### src/rtl/core/pn2d_pkg.sv
// Shared types and constants of the 2D gradient noise block.
package pn2d_pkg;

   localparam int FRAC_BITS_DEF = 16;
   localparam int TABLE_SIZE    = 256;
   localparam int IDX_W         = $clog2(TABLE_SIZE);
   localparam int VAL_W         = 8;
   localparam int COORD_W       = 24;
   localparam int OUT_W         = 19;
   localparam int OUT_FRAC      = 16;
   localparam int OUT_MIN       = -65536;
   localparam int OUT_MAX       = 131072;
   localparam int REQ_DATA_W    = 2 * COORD_W + IDX_W + VAL_W;
   localparam int REQ_USER_W    = 1;
   localparam int RSP_DATA_W    = ((OUT_W + 7) / 8) * 8;
   localparam int FIFO_DEPTH    = 16;
   localparam int PIPE_LAT      = 8;

   typedef enum logic {
      MODE_LOAD = 1'b0,
      MODE_EVAL = 1'b1
   } mode_type;

   typedef logic [IDX_W-1:0] idx_type;
   typedef logic [VAL_W-1:0] val_type;

   typedef struct packed {
      logic    en;
      idx_type addr;
      val_type data;
   } wr_type;

   typedef struct packed {
      val_type aa;
      val_type ab;
      val_type ba;
      val_type bb;
   } hash_type;

endpackage

### src/rtl/core/pn2d_fade.sv
// Quintic fade 6t^5-15t^4+10t^3 by Horner's rule, four multiply stages.
module pn2d_fade #(
   parameter int FRAC_BITS = pn2d_pkg::FRAC_BITS_DEF
) (
   input  logic                 clock,
   input  logic [FRAC_BITS-1:0] t_in,
   output logic [FRAC_BITS:0]   fade
);
   import pn2d_pkg::*;

   localparam int AW = FRAC_BITS + 5;
   localparam int BW = FRAC_BITS + 4;
   localparam int CW = FRAC_BITS + 2;

   logic [FRAC_BITS-1:0]          t0_ff;
   logic [FRAC_BITS-1:0]          t1_ff;
   logic [FRAC_BITS-1:0]          t2_ff;
   logic [FRAC_BITS-1:0]          t3_ff;
   logic signed [AW-1:0]          a_val;
   logic signed [AW+FRAC_BITS:0]  p1;
   logic signed [AW+FRAC_BITS:0]  p1_sh;
   logic [BW-1:0]                 b_in;
   logic [BW-1:0]                 b_ff;
   logic [BW+FRAC_BITS-1:0]       p2;
   logic [CW+FRAC_BITS-1:0]       p3;
   logic [CW+FRAC_BITS-1:0]       p4;
   logic [CW-1:0]                 c1_in;
   logic [CW-1:0]                 c1_ff;
   logic [CW-1:0]                 c2_in;
   logic [CW-1:0]                 c2_ff;
   logic [FRAC_BITS:0]            fade_in;
   logic [FRAC_BITS:0]            fade_ff;

   always_comb begin
      a_val   = AW'(t0_ff) * AW'(6) - (AW'(15) << FRAC_BITS);
      p1      = a_val * $signed({1'b0, t0_ff});
      p1_sh   = p1 >>> FRAC_BITS;
      b_in    = p1_sh[BW-1:0] + (BW'(10) << FRAC_BITS);
      p2      = b_ff * t1_ff;
      c1_in   = p2[FRAC_BITS +: CW];
      p3      = c1_ff * t2_ff;
      c2_in   = p3[FRAC_BITS +: CW];
      p4      = c2_ff * t3_ff;
      fade_in = p4[FRAC_BITS +: FRAC_BITS+1];
   end

   always_ff @(posedge clock) begin
      t0_ff   <= t_in;
      t1_ff   <= t0_ff;
      t2_ff   <= t1_ff;
      t3_ff   <= t2_ff;
      b_ff    <= b_in;
      c1_ff   <= c1_in;
      c2_ff   <= c2_in;
      fade_ff <= fade_in;
   end

   assign fade = fade_ff;

endmodule

### config.mk
export PLATFORM = sky130hd
export DESIGN_NAME = pn2d_fade
export DESIGN_NICKNAME = d
export VERILOG_FILES = /design/src/rtl/core/pn2d_pkg.sv /design/src/rtl/core/pn2d_fade.sv
export SDC_FILE = /design/constraint.sdc
export NUM_CORES = 2
export LEC_CHECK = 0
export BUFFER_PORTS_ARGS = -buffer_cell sky130_fd_sc_hd__buf_2
export CORE_MARGIN = 2
export CORE_UTILIZATION = 60
export DETAILED_ROUTE_END_ITERATION = 10
export HOLD_SLACK_MARGIN = 0.03
export PLACE_DENSITY_LB_ADDON = 0.12
export SETUP_SLACK_MARGIN = 0.05
export SLEW_MARGIN = 40
export SYNTH_ARGS = -nofsm -noshare
export SYNTH_HDL_FRONTEND = slang
export SYNTH_SLANG_ARGS = --single-unit
### constraint.sdc
create_clock -name clock -period 15.17 [get_ports clock]
set_clock_uncertainty 0.2 [all_clocks]
set_input_delay 0.7585 -clock clock [delete_from_list [all_inputs] [get_ports clock]]
set_output_delay 0.7585 -clock clock [all_outputs]
set_load 0.005 [all_outputs]
==> impl_metrics.csv <==
group,metric,value,unit
routing,met2_length,48400,um
synthesis,ys_types,64,
routing,wl_met1,40300,um
worst_setup_path,max_stage_delay,0.56,ns
global_route,antenna_found_initial,2,
synthesis,ys_ff_latch,137,
worst_setup_path,startpoint,"t0_ff[1]$_DFF_P_",
worst_setup_path,required,15.34,ns
cts,postCtsHoldBufs,0,
cts,clkTransAtPathRegs,0.07,ns
cts,insertion_delay,0.50,ns
cells_and_area,layout_common_cells,"1138 x inv_1, 996 x fa_1, 741 x nand2_1, 416 x and2_1, 400 x ha_1",
routing,dr.pass1.iters,6,
worst_setup_path,cpMaxStageDelayCell,"ha_1",
timing,tns,0,ns
worst_hold_path,min_path_type,"input port to flip-flop",
synthesis,synth.top_cell.area_share,48.0,%
synthesis,syn_nets,5955,
cts,numCtsBuffers,17,
timing,layout_setup_ws,4.00,ns
cts,root_buffer,"clkbuf_16",
synthesis,synth_top_cell_by_area,"fa_1",
synthesis,ys_warn_count,0,
timing,setup_violations,0,
synthesis,syn_area_per_cell,9.15,um2
floorplanning,fp.coreArea,0.0686,mm2
synthesis,synth_edf_count,0,
cells_and_area,regArea,0.00276,mm2
cts,ctsResizeCount,0,
cells_and_area,layout.nets,5888,
cts,post-cts-setup-buffers,0,
synthesis,syn_area,0.0415,mm2
routing,wl_per_cell,18.0,um
global_route,grt_use_total,29.4,%
global_route,grt_pass1_vias,31600,
place,port_buffers,33,
routing,via_count,28800,
worst_setup_path,crit_type,"flip-flop to flip-flop",
place,dpl.hpwl,76100,um
worst_setup_path,critPathArrivalTime,11.34,ns
routing,routed.top_layer,"met4",
worst_setup_path,cp-start-kind,"flip-flop",
cells_and_area,diodes,0,
cts,htreeDepth,4,
synthesis,synth-seq-area-share,6.60,%
run_status,status,"finished, final reports clean",
cts,cts_sinks,137,
place,dp_slack,3.94,ns
cts,clk_path_buf_depth,2,
floorplanning,die_area,0.0714,mm2
cts,cts_tree,"yes",
timing,hold_viol_final,0,
timing,finalCritPeriodShare,73.7,%
cells_and_area,syn2layout_area_growth,4.41,%
routing,wirelength,97300,um
timing,slew_headroom,39.4,%
flow_run,maxCapViolCount,0,
routing,drcViolationCount,0,
floorplanning,start_util,60.6,%
synthesis,synth_cells,4541,
cells_and_area,final_common_cell,"inv_1",
global_route,grt_max_degree,29,
floorplanning,std_cell_rows,96,
synthesis,synthTopCellsByArea,"fa_1 48%, ha_1 12%, inv_1 10%, nand2_1 6.7%, dfxtp_1 6.6%",
floorplanning,pin_count,34,
timing,finalMaxSlewViolations,0,
worst_setup_path,cp_max_fo,22,
global_route,overflow,0,
place,gp_congestion,0.886,
cells_and_area,drive_gt1_share,4.03,%
timing,grt_setup_unrepaired,"false",
floorplanning,die_h,267,um
floorplanning,die_w,267,um
routing,ant_nets,0,
routing,vias_per_cell,5.32,
synthesis,async_flop_share,0,%
worst_setup_path,r2r_start,"t0_ff[1]$_DFF_P_",
worst_hold_path,hold_start,"t_in[14]",
timing,fin_crit,11.17,ns
cells_and_area,nFillCells,5839,
routing,dr.first_iter.drc_count,1588,
routing,met3_length,5900,um
cells_and_area,multi_input_area,0.0340,mm2
global_route,grt_pass1_wl,163000,um
timing,fmax,89.5,MHz
timing,max_slew.worst_pin.slew,0.907,ns
worst_setup_path,end_kind,"flip-flop",
synthesis,synth-main-ff-cell,"dfxtp_1",
worst max-delay path: cells and delay by family, from the launching register on:
| family | cells | cell delay (ns) |
|---|---|---|
| and+or+nand+nor | 8 | 1.61 |
| buffers and inverters | 7 | 0.89 |
| adders and majority gates | 10 | 4.65 |
| DFF | 1 | 0.31 |
| xor gates and xnor gates | 3 | 0.49 |
| AOI/OAI and AO/OA | 13 | 2.91 |
registers in the layout, summed over array words and instances, names as in the netlist:
name,cells
c1_ff,18
t3_ff,16
t2_ff,16
fade,17
c2_ff,18
t0_ff,16
t1_ff,16
b_ff,20
routing by layer:
metal,global-route usage (%),vias up
li1,-,13000
met1,38.3,14800
met2,50.4,821
met3,5.10,178
met4,8.97,0
met5,0,-
area by class of cell:
class | instances | share of cell area (%)
clock buffer | 18 | 1.01
clock inverter | 14 | 0.343
inverter | 1139 | 9.85
multi-input combinational | 3085 | 78.3
sequential | 137 | 6.37
tap | 931 | 2.69
timing repair buffer | 94 | 1.44
stage by stage:
step	std cells	hold WS (ns)	util (%)	instance area (um2)
floorplan	4541	0.129	-	41500
global placement	5386	0.359	62.3	42700
detailed placement	5386	0.358	62.4	42800
CTS	5418	0.134	63.2	43400
global route	5418	0.151	63.3	43400
finish	5418	0.169	63.3	43400
worst paths after layout:
check,to,slack [ns],cells past startpoint
worst max register to register,b_ff[19]$_DFF_P_,4.00,41
worst max-delay path,b_ff[19]$_DFF_P_,4.00,41
worst min-delay path,t0_ff[14]$_DFF_P_,0.17,1
worst min register to register,t2_ff[11]$_DFF_P_,0.36,1
synth_stat cells, drive strengths merged (6+ instances only):
library cell  instances
a31oi                 7
fa                  997
a21oi                65
nand3                15
ha                  400
and2                418
clkbuf              172
nand2b               23
dfxtp               137
xnor2                79
o21ai                40
nand2               741
or3                   7
o21a                 21
nand4                11
inv                1138
a21o                 22
xor2                 17
nor2                 97
nor3                 36
nor2b                20
and3                 11
a211oi               10
buf                   8
o211ai                6
logic make-up after synthesis:
kind of cell	synth area share, %
buf+inv	12.0
compound gates	3.51
mux	0.0482
flops	6.60
simple gates	15.8
xor+xnor	2.02
fa+ha+maj	60.1
Power is left out: the tool's default activity adds up to more than one toggle a clock period on the data nets, which glitch-free logic cannot reach.
