===== config.mk =====
export PLATFORM = sky130hd
export DESIGN_NAME = pn2d_blend
export DESIGN_NICKNAME = d
export VERILOG_FILES = /design/src/rtl/core/pn2d_pkg.sv /design/src/rtl/core/pn2d_blend.sv
export SDC_FILE = /design/constraint.sdc
export NUM_CORES = 2
export LEC_CHECK = 0
export BUFFER_PORTS_ARGS = -buffer_cell sky130_fd_sc_hd__buf_2
export CAP_MARGIN = 30
export CORE_UTILIZATION = 60
export DETAILED_ROUTE_END_ITERATION = 16
export PLACE_DENSITY = 0.75
export RECOVER_POWER = 100
export SLEW_MARGIN = 20
export SYNTH_ARGS = -nofsm -noshare
export SYNTH_HDL_FRONTEND = slang
export SYNTH_SLANG_ARGS = --single-unit

===== constraint.sdc =====
create_clock -name clock -period 22.4 [get_ports clock]
set_input_delay 1.12 -clock clock [delete_from_list [all_inputs] [get_ports clock]]
set_output_delay 1.12 -clock clock [all_outputs]
set_load 0.1 [all_outputs]

===== src/rtl/core/pn2d_pkg.sv =====
// Shared types and constants of the 2D gradient noise block.
package pn2d_pkg;

   localparam int FRAC_BITS_DEF = 16;
   localparam int TABLE_SIZE    = 256;
   localparam int IDX_W         = $clog2(TABLE_SIZE);
   localparam int VAL_W         = 8;
   localparam int COORD_W       = 24;
   localparam int OUT_W         = 19;
   localparam int OUT_FRAC      = 16;
   localparam int OUT_MIN       = -65536;
   localparam int OUT_MAX       = 131072;
   localparam int REQ_DATA_W    = 2 * COORD_W + IDX_W + VAL_W;
   localparam int REQ_USER_W    = 1;
   localparam int RSP_DATA_W    = ((OUT_W + 7) / 8) * 8;
   localparam int FIFO_DEPTH    = 16;
   localparam int PIPE_LAT      = 8;

   typedef enum logic {
      MODE_LOAD = 1'b0,
      MODE_EVAL = 1'b1
   } mode_type;

   typedef logic [IDX_W-1:0] idx_type;
   typedef logic [VAL_W-1:0] val_type;

   typedef struct packed {
      logic    en;
      idx_type addr;
      val_type data;
   } wr_type;

   typedef struct packed {
      val_type aa;
      val_type ab;
      val_type ba;
      val_type bb;
   } hash_type;

endpackage


===== src/rtl/core/pn2d_blend.sv =====
// Corner gradients, bilinear blend by the fade weights and output scaling.
module pn2d_blend #(
   parameter int FRAC_BITS = pn2d_pkg::FRAC_BITS_DEF
) (
   input  logic                              clock,
   input  pn2d_pkg::hash_type                hash,
   input  logic [FRAC_BITS-1:0]              fx,
   input  logic [FRAC_BITS-1:0]              fy,
   input  logic [FRAC_BITS:0]                u,
   input  logic [FRAC_BITS:0]                v,
   output logic signed [pn2d_pkg::OUT_W-1:0] noise_value
);
   import pn2d_pkg::*;

   localparam int DW    = FRAC_BITS + 2;
   localparam int HW    = FRAC_BITS + 3;
   localparam int EW    = FRAC_BITS + 4;
   localparam int MW    = 2 * FRAC_BITS + 6;
   localparam int SW    = HW + 1;
   localparam int WIDE  = HW + 9;
   localparam int SHIFT = FRAC_BITS + 1 - OUT_FRAC;
   localparam int SHR   = (SHIFT > 0) ? SHIFT : 0;
   localparam int SHL   = (SHIFT < 0) ? -SHIFT : 0;

   localparam logic signed [DW-1:0]   ONE_D = DW'(1) << FRAC_BITS;
   localparam logic signed [SW-1:0]   ONE_S = SW'(1) << FRAC_BITS;
   localparam logic signed [WIDE-1:0] LO    = WIDE'(OUT_MIN);
   localparam logic signed [WIDE-1:0] HI    = WIDE'(OUT_MAX);

   function automatic logic signed [HW-1:0] grad(
      input logic [2:0]           h,
      input logic signed [DW-1:0] dx,
      input logic signed [DW-1:0] dy
   );
      logic signed [HW-1:0] gu;
      logic signed [HW-1:0] gv;
      logic signed [HW-1:0] su;
      logic signed [HW-1:0] sv;
      gu = h[2] ? HW'(dy) : HW'(dx);
      gv = h[2] ? HW'(dx) : HW'(dy);
      su = h[0] ? -gu : gu;
      sv = h[1] ? -(gv <<< 1) : (gv <<< 1);
      return su + sv;
   endfunction

   logic [FRAC_BITS-1:0]   fx0_ff;
   logic [FRAC_BITS-1:0]   fy0_ff;
   logic [FRAC_BITS-1:0]   fx1_ff;
   logic [FRAC_BITS-1:0]   fy1_ff;
   logic signed [DW-1:0]   dx0;
   logic signed [DW-1:0]   dx1;
   logic signed [DW-1:0]   dy0;
   logic signed [DW-1:0]   dy1;
   logic signed [HW-1:0]   g00_in;
   logic signed [HW-1:0]   g10_in;
   logic signed [HW-1:0]   g01_in;
   logic signed [HW-1:0]   g11_in;
   logic signed [HW-1:0]   g00_ff;
   logic signed [HW-1:0]   g10_ff;
   logic signed [HW-1:0]   g01_ff;
   logic signed [HW-1:0]   g11_ff;
   logic signed [EW-1:0]   d0_in;
   logic signed [EW-1:0]   d1_in;
   logic signed [EW-1:0]   d0_ff;
   logic signed [EW-1:0]   d1_ff;
   logic signed [HW-1:0]   p0_ff;
   logic signed [HW-1:0]   p1_ff;
   logic signed [EW-1:0]   d0_dly_ff;
   logic signed [EW-1:0]   d1_dly_ff;
   logic signed [HW-1:0]   p0_dly_ff;
   logic signed [HW-1:0]   p1_dly_ff;
   logic signed [MW-1:0]   m0;
   logic signed [MW-1:0]   m1;
   logic signed [MW-1:0]   m0_sh;
   logic signed [MW-1:0]   m1_sh;
   logic signed [HW-1:0]   n0_in;
   logic signed [HW-1:0]   n1_in;
   logic signed [HW-1:0]   n0_ff;
   logic signed [HW-1:0]   n1_ff;
   logic [FRAC_BITS:0]     v5_ff;
   logic [FRAC_BITS:0]     v6_ff;
   logic signed [EW-1:0]   dn_in;
   logic signed [EW-1:0]   dn_ff;
   logic signed [HW-1:0]   n0b_ff;
   logic signed [MW-1:0]   m2;
   logic signed [MW-1:0]   m2_sh;
   logic signed [HW-1:0]   r_in;
   logic signed [HW-1:0]   r_ff;
   logic signed [SW-1:0]   s_val;
   logic signed [WIDE-1:0] o_wide;
   logic signed [WIDE-1:0] o_sat;

   // gradients at the four corners and their differences along x
   always_comb begin
      dx0    = $signed({2'b00, fx1_ff});
      dx1    = dx0 - ONE_D;
      dy0    = $signed({2'b00, fy1_ff});
      dy1    = dy0 - ONE_D;
      g00_in = grad(hash.aa[2:0], dx0, dy0);
      g10_in = grad(hash.ba[2:0], dx1, dy0);
      g01_in = grad(hash.ab[2:0], dx0, dy1);
      g11_in = grad(hash.bb[2:0], dx1, dy1);
      d0_in  = EW'(g10_ff) - EW'(g00_ff);
      d1_in  = EW'(g11_ff) - EW'(g01_ff);
   end

   // blend along x, then along y
   always_comb begin
      m0    = $signed({1'b0, u}) * d0_dly_ff;
      m1    = $signed({1'b0, u}) * d1_dly_ff;
      m0_sh = m0 >>> FRAC_BITS;
      m1_sh = m1 >>> FRAC_BITS;
      n0_in = p0_dly_ff + m0_sh[HW-1:0];
      n1_in = p1_dly_ff + m1_sh[HW-1:0];
      dn_in = EW'(n1_ff) - EW'(n0_ff);
      m2    = $signed({1'b0, v6_ff}) * dn_ff;
      m2_sh = m2 >>> FRAC_BITS;
      r_in  = n0b_ff + m2_sh[HW-1:0];
   end

   // (r + 1) / 2, rescaled to the output fraction width and clamped
   always_comb begin
      s_val  = SW'(r_ff) + ONE_S;
      o_wide = (WIDE'(s_val) >>> SHR) <<< SHL;
      if (o_wide < LO) begin
         o_sat = LO;
      end else if (o_wide > HI) begin
         o_sat = HI;
      end else begin
         o_sat = o_wide;
      end
      noise_value = o_sat[OUT_W-1:0];
   end

   always_ff @(posedge clock) begin
      fx0_ff    <= fx;
      fy0_ff    <= fy;
      fx1_ff    <= fx0_ff;
      fy1_ff    <= fy0_ff;
      g00_ff    <= g00_in;
      g10_ff    <= g10_in;
      g01_ff    <= g01_in;
      g11_ff    <= g11_in;
      d0_ff     <= d0_in;
      d1_ff     <= d1_in;
      p0_ff     <= g00_ff;
      p1_ff     <= g01_ff;
      d0_dly_ff <= d0_ff;
      d1_dly_ff <= d1_ff;
      p0_dly_ff <= p0_ff;
      p1_dly_ff <= p1_ff;
      n0_ff     <= n0_in;
      n1_ff     <= n1_in;
      v5_ff     <= v;
      dn_ff     <= dn_in;
      n0b_ff    <= n0_ff;
      v6_ff     <= v5_ff;
      r_ff      <= r_in;
   end

endmodule


==> results.py <==
metrics = {
    "worst_setup_path": {
        "worstPathRequired_ns": 22.89,
        "crit_path_end_kind": "register",
        "slowest_delay_ns": 1.41,
        "path_max_fanout": 40,
        "critical_path_class": "input port to register",
        "cpMostUsedCell": "fa_1",
        "crit_arrival_ns": 10.40,
        "r2r_end": "n1_ff[18]",
        "ff2ff_path_depth": 29,
        "crit-reg2reg-launch": "d1_dly_ff[5]",
        "crit_path_start_kind": "input port",
        "slowest_stage": "clkbuf_1",
        "r2r_slack_ns": 13.61,
    },
    "die": {
        "num_rows": 111,
        "start_util": 0.610,
        "fp.dieW_um": 308,
        "core_mm2": 0.0922,
        "dieArea_mm2": 0.0949,
        "die_h_um": 308,
        "io_pins": 118,
    },
    "route": {
        "vias": 40400,
        "drtIter0Drc": 2225,
        "post_drt_wl_per_cell_um": 17.5,
        "via_per_inst": 5.41,
        "dr.pass1.iters": 5,
        "wl_um": 131000,
        "antenna_left": 0,
        "drc": 0,
    },
    "sta": {
        "grt_setup_unrepaired": "false",
        "fin_setup_tns_ns": 0,
        "slew_viol_final": 266,
        "whs_ns": 0.311,
        "hold_violations": 0,
        "slew_headroom": -1.65,
        "fmax_ghz": 0.101,
        "skew_ns": 0.0421,
        "worstMarginPinSlew_ns": 3.97,
        "period_needed_ns": 9.91,
        "setup_viol": 0,
        "timing.final.crit_share": 0.442,
    },
    "worst_hold_path": {
        "holdCritStartpoint": "v5_ff[7]",
        "holdPathEnd": "v6_ff[7]",
        "min_path_cells": 0,
        "hold_path.class": "register to register",
    },
    "clock_tree": {
        "htreeDepth": 2,
        "cts_tree": "built",
        "cts_root_buffer": "clkbuf_16",
        "hold_buffers": 0,
        "clock_path_buffers": 3,
        "cts_buffers": 43,
        "insertion_delay_ns": 0.63,
        "post_cts_buffers": 0,
        "clk_pin_slew_ns": 0.07,
        "cts_resized": 0,
        "cts_sinks": 425,
    },
    "global_route": {
        "grt_usage": 0.288,
        "busiest_layer": "met2",
        "overflow": 0,
        "antenna_found_initial": 2,
        "grt_use_met2": 0.500,
        "met1_usage": 0.367,
        "grtUsageMet3": 0.0313,
        "grt_max_degree": 89,
        "grt_pass1_wl_um": 217000,
        "grt_pass1_vias": 42700,
    },
    "placement": {
        "hpwl_um": 102000,
        "place_congestion": 0.943,
        "dp_cells": 7390,
        "portBuffers": 97,
    },
    "synth": {
        "syn-cell-area_mm2": 0.0562,
        "synthTopCellsByCount": "1343 x inv_1, 967 x fa_1, 668 x nand2_1, 551 x and2_1, 442 x ha_1",
        "synth_top_area_cell": "fa_1",
        "synth_edf_count": 0,
        "ys_top_cells_by_area": "fa_1 34%, dfxtp_1 15%, ha_1 9.8%, inv_1 9.0%, and2_1 6.1%",
        "yosysSeqAreaShare": 0.151,
        "synth_top_area_share": 0.344,
        "ys_ff_latch": 425,
        "ys_warn_count": 0,
        "synthFlopType": "dfxtp_1",
        "synth_fp_nets": 7770,
        "synth_most_common_cell": "inv_1",
        "synth-async-reset-ratio": 0,
        "synthCells": 6262,
        "avgSynthCellArea_um2": 8.98,
        "synth_cell_types": 76,
    },
    "cells_and_area": {
        "nFillCells": 7662,
        "postLayoutCoreUtil": 0.641,
        "stdcell_count": 7470,
        "diodes": 0,
        "layout.nets": 7701,
        "drive_above_1_share": 0.0365,
        "multiInputGateArea_mm2": 0.0417,
        "ff_latch_area_mm2": 0.00851,
        "area_growth_pct": 5.06,
    },
    "job": {
        "drv_cap": 4,
    },
    "status": {
        "violations": "max-capacitance violations, max-slew violations",
        "outcome": "complete, but fails checks",
    },
}
[area by class of cell]
type,count,share of cell area
repair buffers,130,0.0121
clock inverters,19,0.00568
multi-input cells,4250,0.706
well taps,1243,0.0263
inverters,1343,0.0853
flip-flops and latches,425,0.144
clock buffers,60,0.0207
[metal layers]
layer	wire (um)	vias to the layer above
li1	-	18800
met1	53000	20200
met2	64800	1142
met3	7380	289
met4	5400	0
met5	0	-
[cell usage in the layout, fill, tap and decap left out, types with 25 or more instances in the layout]
cell	netlist	routed
dfxtp_1	425	425
a21oi_1	193	195
o21ai_0	155	158
o21a_1	44	44
buf_2	17	76
a21boi_0	21	25
inv_1	1343	1343
nor2b_1	49	49
xnor2_1	231	231
nor2_1	222	222
xor2_1	127	127
clkbuf_1	217	33
nand2b_1	35	35
nand3_1	57	57
nand2_1	668	668
and2_1	551	545
ha_1	442	442
buf_4	0	29
mux2i_1	107	107
nor3_1	73	73
clkbuf_16	0	43
fa_1	967	967
a21o_1	34	34
[flip-flops by register name, indices dropped and copies added (netlist names), 18 cells and up]
register / flops
d0_dly_ff: 20
d0_ff: 20
d1_dly_ff: 20
d1_ff: 20
dn_ff: 20
g00_ff: 19
g01_ff: 19
g10_ff: 19
g11_ff: 19
n0_ff: 19
n0b_ff: 19
n1_ff: 19
p0_dly_ff: 19
p0_ff: 19
p1_dly_ff: 19
p1_ff: 19
r_ff: 18
[per-stage QoR]
stage | area [um2] | setup WS [ns]
4_1_cts | 59100 | 13.37
2_1_floorplan | 56200 | 14.13
3_5_place_dp | 57600 | 12.78
3_3_place_gp | 57600 | 12.96
5_1_grt | 59100 | 12.07
6_report | 59100 | 12.49
[cell families (layout without fill, tap and decap cells)]
group                      Yosys count  after routing  share of synthesized area
AOI/OAI and AO/OA                  604            604                     0.0674
buffers and inverters             1587           1552                      0.106
xor gates and xnor gates           358            358                     0.0558
muxes                              127            127                     0.0235
and+or+nand+nor                   1752           1752                      0.153
DFF                                425            425                      0.151
adders and majority gates         1409           1409                      0.443
[worst max-delay path, delay by kind of cell]
family | cells | cell delay [ns]
buffers and inverters | 5 | 1.65
AND/OR/NAND/NOR | 2 | 0.52
XOR/XNOR | 3 | 0.44
adder cells (fa/ha/maj) | 8 | 3.43
AO/OA/AOI/OAI | 12 | 3.19
[worst max-delay path by stage]
| stage | cells after the start | endpoint | from | slack, ns |
|---|---|---|---|---|
| floorplan | 30 | n1_ff[18] | u[3] | 14.13 |
| global placement | 32 | n1_ff[18] | u[8] | 12.96 |
| detailed placement | 32 | n1_ff[18] | u[8] | 12.78 |
| CTS | 32 | n1_ff[18] | u[8] | 13.37 |
| global route | 32 | n1_ff[18] | u[3] | 12.07 |
| finish | 30 | n1_ff[18] | u[3] | 12.49 |
Power is not shown: default switching activity piles up to over one toggle a cycle in this logic, so the estimate is an artifact.
